--- src/hw/rtl/ubmd_pkg.sv ---
`default_nettype none
// ----------------------------------------------------------------------------
// ubmd_pkg: shared types and helpers for the upper-bound magnitude divider
// Operand classes, field widths, the word passed from the front end to the
// back end, and the classify / leading-zero helpers.
// ----------------------------------------------------------------------------
package ubmd_pkg;

  // Field widths
  localparam int MB = 30;               // mantissa bits
  localparam int EB = 32;               // exponent bits
  localparam int SW = $clog2(MB);       // normalize shift count width
  localparam int EW = EB + 2;           // exact exponent width before range check
  localparam int NSTEP = MB + 1;        // quotient bits, one per divider stage

  // Front-to-back queue
  localparam int QUEUE_DEPTH = 4;
  localparam int QW = $clog2(QUEUE_DEPTH);

  typedef enum logic [1:0] {
    CLS_FINITE = 2'd0,
    CLS_ZERO   = 2'd1,
    CLS_INF    = 2'd2
  } cls_t;

  // Classified, normalized operand pair
  typedef struct packed {
    cls_t              cls;    // result class (finite means divide)
    logic [MB-1:0]     mx;     // normalized dividend mantissa
    logic [MB-1:0]     my;     // normalized divisor mantissa
    logic signed [EB:0] ediff; // ex - ey, exact
    logic [SW-1:0]     lx;     // dividend normalize shift
    logic [SW-1:0]     ly;     // divisor normalize shift
  } front_word_t;

  // Effective class of one operand; unused code treated as infinity
  function automatic cls_t classify(input logic [1:0] code, input logic [MB-1:0] m);
    cls_t c;
    if (code == CLS_ZERO) c = CLS_ZERO;
    else if (code != CLS_FINITE) c = CLS_INF;
    else if (m == '0) c = CLS_ZERO;
    else c = CLS_FINITE;
    return c;
  endfunction

  // Leading zero count (priority encoder); don't care for zero input
  function automatic logic [SW-1:0] lead_zeros(input logic [MB-1:0] m);
    logic [SW-1:0] n;
    n = '0;
    for (int i = 0; i < MB; i++) begin
      if (m[i]) n = SW'(MB - 1 - i);
    end
    return n;
  endfunction

endpackage
`default_nettype wire

--- src/hw/rtl/ubmd_fifo.sv ---
`default_nettype none
// ----------------------------------------------------------------------------
// ubmd_fifo: short queue between front end and divider back end
// Register-based FIFO; full raises in_stall, non-empty raises out_valid.
// ----------------------------------------------------------------------------
module ubmd_fifo (
  input  logic                  clk,
  input  logic                  rst,
  input  logic                  in_valid,
  output logic                  in_stall,
  input  ubmd_pkg::front_word_t in_word,
  output logic                  out_valid,
  input  logic                  out_stall,
  output ubmd_pkg::front_word_t out_word
);
  import ubmd_pkg::*;

  front_word_t   mem [QUEUE_DEPTH];
  logic [QW-1:0] wr_ptr;
  logic [QW-1:0] rd_ptr;
  logic [QW:0]   count;
  logic          push;
  logic          pop;

  assign in_stall  = (count == (QW+1)'(QUEUE_DEPTH));
  assign out_valid = (count != '0);
  assign push      = in_valid && !in_stall;
  assign pop       = out_valid && !out_stall;
  assign out_word  = mem[rd_ptr];

  // Pointers and fill level
  always_ff @(posedge clk) begin
    if (rst) begin
      wr_ptr <= '0;
      rd_ptr <= '0;
      count  <= '0;
    end else begin
      if (push) wr_ptr <= wr_ptr + QW'(1);
      if (pop)  rd_ptr <= rd_ptr + QW'(1);
      if (push && !pop) count <= count + (QW+1)'(1);
      else if (pop && !push) count <= count - (QW+1)'(1);
    end
  end

  // Storage
  always_ff @(posedge clk) begin
    if (push) mem[wr_ptr] <= in_word;
  end

endmodule
`default_nettype wire

--- config.mk ---
export PLATFORM = sky130hd
export DESIGN_NAME = ubmd_fifo
export DESIGN_NICKNAME = d
export VERILOG_FILES = /design/src/hw/rtl/ubmd_pkg.sv /design/src/hw/rtl/ubmd_fifo.sv
export SDC_FILE = /design/constraint.sdc
export NUM_CORES = 1
export LEC_CHECK = 0
export BUFFER_PORTS_ARGS = -buffer_cell sky130_fd_sc_hd__buf_2
export CAP_MARGIN = 20
export CORE_UTILIZATION = 25
export CTS_CLUSTER_DIAMETER = 80
export DETAILED_ROUTE_END_ITERATION = 10
export PLACE_DENSITY = 0.38
export SLEW_MARGIN = 15
export SYNTH_ARGS = -nofsm -noshare
export SYNTH_HDL_FRONTEND = slang
export SYNTH_SLANG_ARGS = --single-unit
--- constraint.sdc ---
create_clock -name clk -period 5.3 [get_ports clk]
set_clock_uncertainty 0.15 [all_clocks]
set_input_delay 1.06 -clock clk [delete_from_list [all_inputs] [get_ports clk]]
set_output_delay 1.06 -clock clk [all_outputs]
set_load 0.01 [all_outputs]
==> summary.md <==
| Metric | Value |
|---|---|
| Placed cell areas | 17800 sq um |
| RSZ-0062 raised after global routing | false |
| Top_reg_cell synth | edfxtp_1 |
| Endpoints failing hold | 0 |
| Clock Path Buffers | 3 |
| Met2 wire length | 16100 microns |
| Mean post-synth cell area | 26.0 sq um |
| Final WL | 34000 microns |
| Finished Layout Cells | 1727 |
| Layout cells sized above 1 | 45.1% |
| Syn Nets | between 700 and 800 |
| Core area | 61700 sq um |
| Post-Route M1 WL | 14700 microns |
| Clock Latency Late Sink | 570 ps |
| DRT iter0 DRCs | 266 |
| Layout area overhead | 23.1% |
| I/O Pins | 216 |
| Commonest non-fill, non-tap cells in the layout | edfxtp_1, buf_2, mux4_2, clkbuf_16, clkinv_1 |
| Hold Crit Class | reg2reg |
| Worst Setup End Kind | primary output |
| CTS clock-pin slew for the worst setup and hold paths | 50 ps |
| F_max | 274 MHz |
| Final max-slew violation count | 0 |
| Synthesized area | about 16000 sq um |
| CTS resizes | 0 |
| Psw | 2.32 mW |
| Hold_buf cts | 0 |
| Placed insts | around 1600 |
| Slowest CP cell | dfxtp_4 |
| Fin crit share | 68.8% |
| DR WL/cell | 19.7 microns |
| Status | completed |
| Die ar. | 63500 sq um |
| Post-synth EDFFs | 420 |
| Minimum hold slack | 339 ps |
| Worst slew pin tran | 956 ps |
| CTS tree | yes |
| Root Driver | clkbuf_16 |
| Synth cell types | 22 |
| Die H | 252 microns |
| Drt pass-1 iters | 4 |
| Total number of vias | 7080 |
| Antenna Nets Post-Route | 0 |
| Drt drc | 0 |
| Maximum VDD drop | 0.195 mV |
| Post-detail-place hpwl | 19400 microns |
| Setup TNS Final | 0 ps |
| Crit path cell chain | buf_4 > mux4_2 > buf_2 |
| Sw frac | 25.8% |
| Rows | 91 |
| Tot GR Track Use | 10.8% |
| Chip width | 252 microns |
| Worst setup path class | reg2out |
| Rel. slew slack | 36.2% |
| CTS buffer count | 50 |
| Clk pwr share | 34.5% |
| Final Setup Violations | 0 |
| Pint | 6.66 mW |
| H-Tree Level Count | 2 |
| Crit-path max FO | 41 |
| Seq/Total Area, Yosys | around four fifths |
| Asr flop ratio synth | 0% |
| Nets | 970 |
| Initial core utilization | 25.3% |
| Final Cell Area | 19200 sq um |
| CP Launch Type | register |
| Yosys warning total | 0 |
| Register bit total from synthesis | 429 |
| Port-buffer cells | 215 |
| Register share of total power | 46.4% |
| Min cycle time layout | 3650 ps |
| Routed vias/inst | 4.10 |
| Critical Path AT | 2440 ps |
| Antenna violations before repair | 4 |
| CP max stage delay | 810 ps |
| Cell count after synthesis | 600 |
| P_leak | 6.27 nW |
| Commonest non-fill, non-tap cell in the layout | edfxtp_1 |
| Final total power | ~9 mW |
| Worst EP required | 4090 ps |
| Clock sinks | 429 |
| First-pass GRT wire length | roughly 50000 microns |
| Combinational power share | 19.1% |
| Vias in the first global route | 7800 |
| GRT overflow | 0 |
| Pwr per Cell Area | about 470 nW/um^2 |
| Postcts setup bufs | 0 |
| Largest net degree at the start of global routing | 57 |
| Max-cap viol count | 0 |
| Fillers | 6048 |
| RD Place Congestion | 0.650 |
| WL met3 | approximately 2200 microns |
| DR top layer | met5 |
[sequential cells by signal, summed over array words and instances (netlist names), named ones only]
name	cells
mem	420
wr_ptr	2
rd_ptr	2
count	3
[layer usage]
| layer | up-vias | global-route usage [%] |
|---|---|---|
| met5 | - | 0 |
| met4 | 8 | 3.50 |
| met3 | 70 | 3.73 |
| met2 | 179 | 17.4 |
| met1 | 3718 | 13.5 |
| li1 | 3105 | - |
[path summary, 6_finish.rpt]
check / startpoint / end / slack, ps / depth (start not counted)
worst max register to register: count[0] / mem[2][47] / 2710 / 4
worst min-delay path: rd_ptr[1] / register / 340 / 2
worst max-delay path: register / out_word[4] / 1650 / 3
worst min register to register: rd_ptr[1] / register / 340 / 2
[cell type report]
type	instances	area [sq um]	area share, %
Multi-Input combinational cell	141	2640	13.7
Inverter	5	18.8	0.0976
Tap cell	837	1050	5.44
Antenna cell	1	2.50	0.0130
Sequential cell	429	12800	66.5
Clock inverter	26	146	0.761
Timing Repair Buffer	228	1270	6.62
Clock buffer	60	1310	6.81
[worst max-delay path: cells and delay by family, from the launching register on]
family | cells | cell delay, ps
mux | 1 | 400
buf+inv | 2 | 600
flops | 1 | 810
[cells by family (layout without fill, tap and decap cells)]
| kind of cell | count (synthesis) | in the layout | share of synthesized area, % |
|---|---|---|---|
| muxes | 107 | 107 | 15.3 |
| and+or+nand+nor | 17 | 17 | 0.632 |
| buffers and inverters | 30 | 319 | 1.33 |
| adders and majority gates | 6 | 6 | 0.528 |
| AOI/OAI and AO/OA | 9 | 9 | 0.288 |
| DFF | 429 | 429 | 81.9 |
| xor gates and xnor gates | 2 | 2 | 0.112 |
| other | 0 | 1 | 0 |
[Yosys cell counts (4+ instances only)]
cell type / n / area, sq um
or3_1: 4 / 25.0
clkbuf_1: 6 / 22.5
inv_1: 5 / 18.8
dfxtp_1: 9 / 180
and2_1: 4 / 25.0
ha_1: 5 / 62.6
buf_8: 5 / 75.1
o21ai_0: 4 / 20.0
mux4_2: 105 / 2360
edfxtp_1: 420 / 12600
a21oi_1: 5 / 25.0
buf_2: 12 / 60.1
[power groups by stage]
stage	clock network, mW	logic (mW)	registers (mW)
after global placement	0	1.80	4.24
after floorplan	0	1.12	4.22
after CTS	3.22	1.80	4.17
final	3.09	1.71	4.17
after detailed placement	0	1.80	4.24
after global routing	3.32	1.88	4.20
[stage by stage]
stage	setup slack (ps)	util (%)
2_1_floorplan	851	-
5_1_grt	1500	31.2
6_report	1650	31.2
3_5_place_dp	1870	28.8
4_1_cts	1520	31.2
3_3_place_gp	1890	28.8
(Power assumes the default switching activity.)
