[config.mk]
export PLATFORM = sky130hd
export DESIGN_NAME = ubmd_front
export DESIGN_NICKNAME = d
export VERILOG_FILES = /design/src/hw/rtl/ubmd_pkg.sv /design/src/hw/rtl/ubmd_front.sv
export SDC_FILE = /design/constraint.sdc
export NUM_CORES = 1
export LEC_CHECK = 0
export BUFFER_PORTS_ARGS = -buffer_cell sky130_fd_sc_hd__buf_2
export CAP_MARGIN = 20
export CELL_PAD_IN_SITES_DETAIL_PLACEMENT = 0
export CELL_PAD_IN_SITES_GLOBAL_PLACEMENT = 2
export CORE_MARGIN = 5
export CORE_UTILIZATION = 41
export CTS_BUF_LIST = sky130_fd_sc_hd__clkbuf_4
export DETAILED_ROUTE_END_ITERATION = 8
export HOLD_SLACK_MARGIN = 0.15
export PLACE_DENSITY = 0.91
export SETUP_SLACK_MARGIN = 0.2
export SLEW_MARGIN = 20
export SYNTH_ARGS = -nofsm -noshare
export SYNTH_HDL_FRONTEND = slang
export SYNTH_SLANG_ARGS = --single-unit
[constraint.sdc]
create_clock -name clk -period 15.88 [get_ports clk]
set_clock_uncertainty 0.1 [all_clocks]
set_input_delay 3.176 -clock clk [delete_from_list [all_inputs] [get_ports clk]]
set_output_delay 3.176 -clock clk [all_outputs]
set_load 0.02 [all_outputs]
[src/hw/rtl/ubmd_pkg.sv]
`default_nettype none
// ----------------------------------------------------------------------------
// ubmd_pkg: shared types and helpers for the upper-bound magnitude divider
// Operand classes, field widths, the word passed from the front end to the
// back end, and the classify / leading-zero helpers.
// ----------------------------------------------------------------------------
package ubmd_pkg;

  // Field widths
  localparam int MB = 30;               // mantissa bits
  localparam int EB = 32;               // exponent bits
  localparam int SW = $clog2(MB);       // normalize shift count width
  localparam int EW = EB + 2;           // exact exponent width before range check
  localparam int NSTEP = MB + 1;        // quotient bits, one per divider stage

  // Front-to-back queue
  localparam int QUEUE_DEPTH = 4;
  localparam int QW = $clog2(QUEUE_DEPTH);

  typedef enum logic [1:0] {
    CLS_FINITE = 2'd0,
    CLS_ZERO   = 2'd1,
    CLS_INF    = 2'd2
  } cls_t;

  // Classified, normalized operand pair
  typedef struct packed {
    cls_t              cls;    // result class (finite means divide)
    logic [MB-1:0]     mx;     // normalized dividend mantissa
    logic [MB-1:0]     my;     // normalized divisor mantissa
    logic signed [EB:0] ediff; // ex - ey, exact
    logic [SW-1:0]     lx;     // dividend normalize shift
    logic [SW-1:0]     ly;     // divisor normalize shift
  } front_word_t;

  // Effective class of one operand; unused code treated as infinity
  function automatic cls_t classify(input logic [1:0] code, input logic [MB-1:0] m);
    cls_t c;
    if (code == CLS_ZERO) c = CLS_ZERO;
    else if (code != CLS_FINITE) c = CLS_INF;
    else if (m == '0) c = CLS_ZERO;
    else c = CLS_FINITE;
    return c;
  endfunction

  // Leading zero count (priority encoder); don't care for zero input
  function automatic logic [SW-1:0] lead_zeros(input logic [MB-1:0] m);
    logic [SW-1:0] n;
    n = '0;
    for (int i = 0; i < MB; i++) begin
      if (m[i]) n = SW'(MB - 1 - i);
    end
    return n;
  endfunction

endpackage
`default_nettype wire

[src/hw/rtl/ubmd_front.sv]
`default_nettype none
// ----------------------------------------------------------------------------
// ubmd_front: operand intake and classification
// Two stages: classify and count leading zeros, then normalize mantissas,
// form the exponent difference and resolve special-operand results.
// ----------------------------------------------------------------------------
module ubmd_front (
  input  logic                       clk,
  input  logic                       rst,
  input  logic                       in_valid,
  output logic                       in_stall,
  input  logic [1:0]                 dividend_class,
  input  logic [ubmd_pkg::MB-1:0]    dividend_mantissa,
  input  logic signed [ubmd_pkg::EB-1:0] dividend_exponent,
  input  logic [1:0]                 divisor_class,
  input  logic [ubmd_pkg::MB-1:0]    divisor_mantissa,
  input  logic signed [ubmd_pkg::EB-1:0] divisor_exponent,
  output logic                       out_valid,
  input  logic                       out_stall,
  output ubmd_pkg::front_word_t      out_word
);
  import ubmd_pkg::*;

  logic              adv;
  logic              v1;
  cls_t              cx;
  cls_t              cy;
  logic [MB-1:0]     mx1;
  logic [MB-1:0]     my1;
  logic [EB-1:0]     ex1;
  logic [EB-1:0]     ey1;
  logic [SW-1:0]     lx1;
  logic [SW-1:0]     ly1;
  logic              v2;
  front_word_t       word;
  front_word_t       word_next;

  // Whole front advances unless its last word is held by the queue
  assign adv      = !(v2 && out_stall);
  assign in_stall = !adv;

  always_ff @(posedge clk) begin
    if (rst) begin
      v1 <= 1'b0;
      v2 <= 1'b0;
    end else if (adv) begin
      v1 <= in_valid;
      v2 <= v1;
    end
  end

  // Stage 1: classify and count leading zeros
  always_ff @(posedge clk) begin
    if (adv) begin
      cx  <= classify(dividend_class, dividend_mantissa);
      cy  <= classify(divisor_class, divisor_mantissa);
      mx1 <= dividend_mantissa;
      my1 <= divisor_mantissa;
      ex1 <= dividend_exponent;
      ey1 <= divisor_exponent;
      lx1 <= lead_zeros(dividend_mantissa);
      ly1 <= lead_zeros(divisor_mantissa);
    end
  end

  // Stage 2: normalize, exponent difference, special result class
  always_comb begin
    word_next.mx    = mx1 << lx1;
    word_next.my    = my1 << ly1;
    word_next.ediff = {ex1[EB-1], ex1} - {ey1[EB-1], ey1};
    word_next.lx    = lx1;
    word_next.ly    = ly1;
    if (cx == CLS_FINITE && cy == CLS_FINITE) word_next.cls = CLS_FINITE;
    else if (cy == CLS_ZERO || cx == CLS_INF) word_next.cls = CLS_INF;
    else word_next.cls = CLS_ZERO;
  end

  always_ff @(posedge clk) begin
    if (adv) word <= word_next;
  end

  assign out_valid = v2;
  assign out_word  = word;

endmodule
`default_nettype wire

==> impl_metrics.json <==
{
  "row_count": 64,
  "grt_pass1_vias": 9003,
  "hold_buffers": 0,
  "crit_chain": "buf_2, nand2_4, inv_1, buf_2",
  "maxCapViolations": 0,
  "grt_max_degree": 79,
  "grt_pass1_wl_mm": 46.9,
  "die_w_um": 185,
  "rrSetupSlack_ps": 12780,
  "hold_slack_ps": 335,
  "cp.arrival_ps": 4070,
  "power_density_nw_per_um2": 120,
  "required_ps": 12600,
  "cts_resized": 0,
  "hold_class": "reg -> reg",
  "synthToLayoutAreaGrowth_pct": 19.2,
  "coreArea_um2": 30300,
  "synth.ff_latch_count": 245,
  "drive_gt1_frac": 0.301,
  "synth_top_area_share": 0.583,
  "insertion_delay_ps": 670,
  "hold_viol": 0,
  "synth.distinct_cells": 61,
  "dieArea_um2": 34100,
  "worstPathMaxFanout": 47,
  "cts_tree": "built",
  "first_pass_iters": 7,
  "clk_path_buf_depth": 3,
  "antenna_found_initial": 1,
  "synth_top_cell_by_area": "edfxtp_1",
  "wire_per_inst_um": 16.9,
  "grt_overflow_total": 0,
  "rsz0062_at_grt": "no",
  "r2r-end": "out_word[40]",
  "synthFlopType": "edfxtp_1",
  "dr_wl_met2_mm": 13.5,
  "r2r_start": "ey1[0]",
  "endpoint_kind": "output pin",
  "synthesis.area_per_instance_um2": 12.2,
  "relSlewSlack": 0.336,
  "synth-edff-count": 243,
  "p_leak_nw": 6.21,
  "dpl.hpwl_mm": 22.0,
  "fill_cells": 2846,
  "finalWirelength_mm": 29.4,
  "hp-start": "v1",
  "clock_sinks": 245,
  "final.min_clock_period_ps": 7350,
  "cpMostUsedCell": "buf_2",
  "num_io_pins": 239,
  "syn_inst": 1028,
  "viasPerCell": 5.13,
  "cts_buffers": 68,
  "tightest_slew_ps": 996,
  "worstSetupEndpoint": "in_stall",
  "cpMaxStageDelayCell": "nand2_4",
  "met3WireLength_mm": 2.16,
  "antenna_left": 0,
  "critPathKind": "in -> out",
  "critPathTopFamily": "buffers and inverters",
  "port_buffers": 238,
  "critical_path_depth": 4,
  "slew_viol_final": 0,
  "max-vdd-ir-drop_v": 0.0000455,
  "post_cts_buffers": 0,
  "finalSetupViolations": 0,
  "cp-startpoint": "out_stall",
  "vias": 8948,
  "root_buffer": "clkbuf_4",
  "post-route-period-util": 0.463,
  "start_util": 0.412,
  "synth_warnings": 0,
  "synth_top_cells_by_area": "edfxtp_1 (58%), mux2i_1 (5.0%), mux4_2 (4.0%)",
  "ctsHtreeMaxLevel": 3,
  "total_power_mw": 1.79,
  "fmax_mhz": 136,
  "fin_tns_setup_ps": 0,
  "post-synth-top-count-cell": "edfxtp_1",
  "drt_iter0_markers": 576,
  "rr_worst_depth": 11,
  "syn_nets": 1193,
  "drc": 0,
  "synthArstFlopShare": 0,
  "nNetsFinal": 1465,
  "cpPeakStageDelay_ps": 440,
  "place_congestion": 0.821,
  "die_h_um": 185,
  "path_buf_inv": 3,
  "syn_area_um2": 12500,
  "met1_length_mm": 13.3,
  "cts.reportedPaths.clkPinSlew_ps": 60,
  "grt_use_total": 0.172,
  "synth_common_cells": "edfxtp_1 (243), nor2_1 (102), nand2_1 (78), a21oi_1 (76), inv_1 (65)",
  "status": "complete, no violations",
  "ys_seq_area_frac": 0.587,
  "start_kind": "input port",
  "maxUsedRoutingLayer": "met4"
}
## cell families after synthesis
| group | synth area share |
|---|---|
| DFF | 0.587 |
| xor gates and xnor gates | 0.0182 |
| adders and majority gates | 0.0336 |
| buffers and inverters | 0.0354 |
| muxes | 0.113 |
| and+or+nand+nor | 0.0975 |
| AOI/OAI and AO/OA | 0.115 |
## how the worst min path moves through the flow
stage	end	cells past startpoint
final	out_valid	2
after global routing	v1	2
after CTS	out_valid	2
after detailed placement	v1	2
after global placement	v1	2
after floorplan	out_word[0]	0
## metal layers
| layer | GRT usage | vias to the layer above |
|---|---|---|
| li1 | - | 4439 |
| met1 | 0.242 | 4187 |
| met2 | 0.266 | 287 |
| met3 | 0.0434 | 35 |
| met4 | 0.0517 | 0 |
| met5 | 0 | - |
## sequential cells by signal (all words and copies together), names as in the netlist
register   flops
mx1           30
lx1            5
v1             1
my1           30
out_word     105
ex1           32
out_valid      1
cx             2
ey1           32
cy             2
ly1            5
## layout by cell type (no fill, tap or decap), types with 6 or more instances in the layout
cell,count
a211oi_1,21
a21o_1,8
a21oi_1,76
buf_2,238
buf_4,11
clkbuf_4,86
clkinv_1,19
clkinv_2,6
edfxtp_1,243
ha_1,32
inv_1,65
mux2_2,26
mux2i_1,63
mux4_2,22
nand2_1,77
nand2b_1,8
nand3_1,7
nor2_1,102
nor2b_1,17
nor3_1,21
nor4_1,8
o21a_1,8
o21ai_0,32
o21ai_1,13
o21bai_1,11
o22ai_1,17
o31ai_1,6
xnor2_1,19
xor2_1,7
## worst register-to-register path: stages (launching register included)
cell       delay (ps)
edfxtp_1          370
ha_1              220
fa_1              410
nor2b_1           130
o21a_1            140
o21ai_1           120
a21oi_1           330
o2111ai_1         250
a31oi_1           340
a21o_1            210
o31ai_1            90
xnor2_1           130
## stage by stage
stage	setup WS, ps	std cells	utilization	cell area [um2]
floorplan	3100	1028	-	12500
global placement	8490	1626	0.464	14100
detailed placement	8490	1626	0.464	14100
CTS	8480	1742	0.491	14900
global route	8390	1743	0.491	14900
finish	8530	1743	0.491	14900
## report_power, final
| group | internal, mW | leakage [nW] | switching (mW) | total, mW |
|---|---|---|---|---|
| clock network | 0.288 | 0.490 | 0.261 | 0.549 |
| registers | 0.810 | 2.59 | 0.0291 | 0.839 |
| logic | 0.152 | 3.12 | 0.250 | 0.402 |
## final cells by class
type,count,area [um2],share of cell area
diodes,1,2.50,0.000168
clock buffers,86,646,0.0433
clock inverters,30,173,0.0116
inverters,67,251,0.0169
multi-input cells,669,4740,0.318
flip-flops and latches,245,7340,0.492
well taps,396,495,0.0332
repair buffers,249,1270,0.0854
No activity file was read; power rests on OpenSTA's default activity.
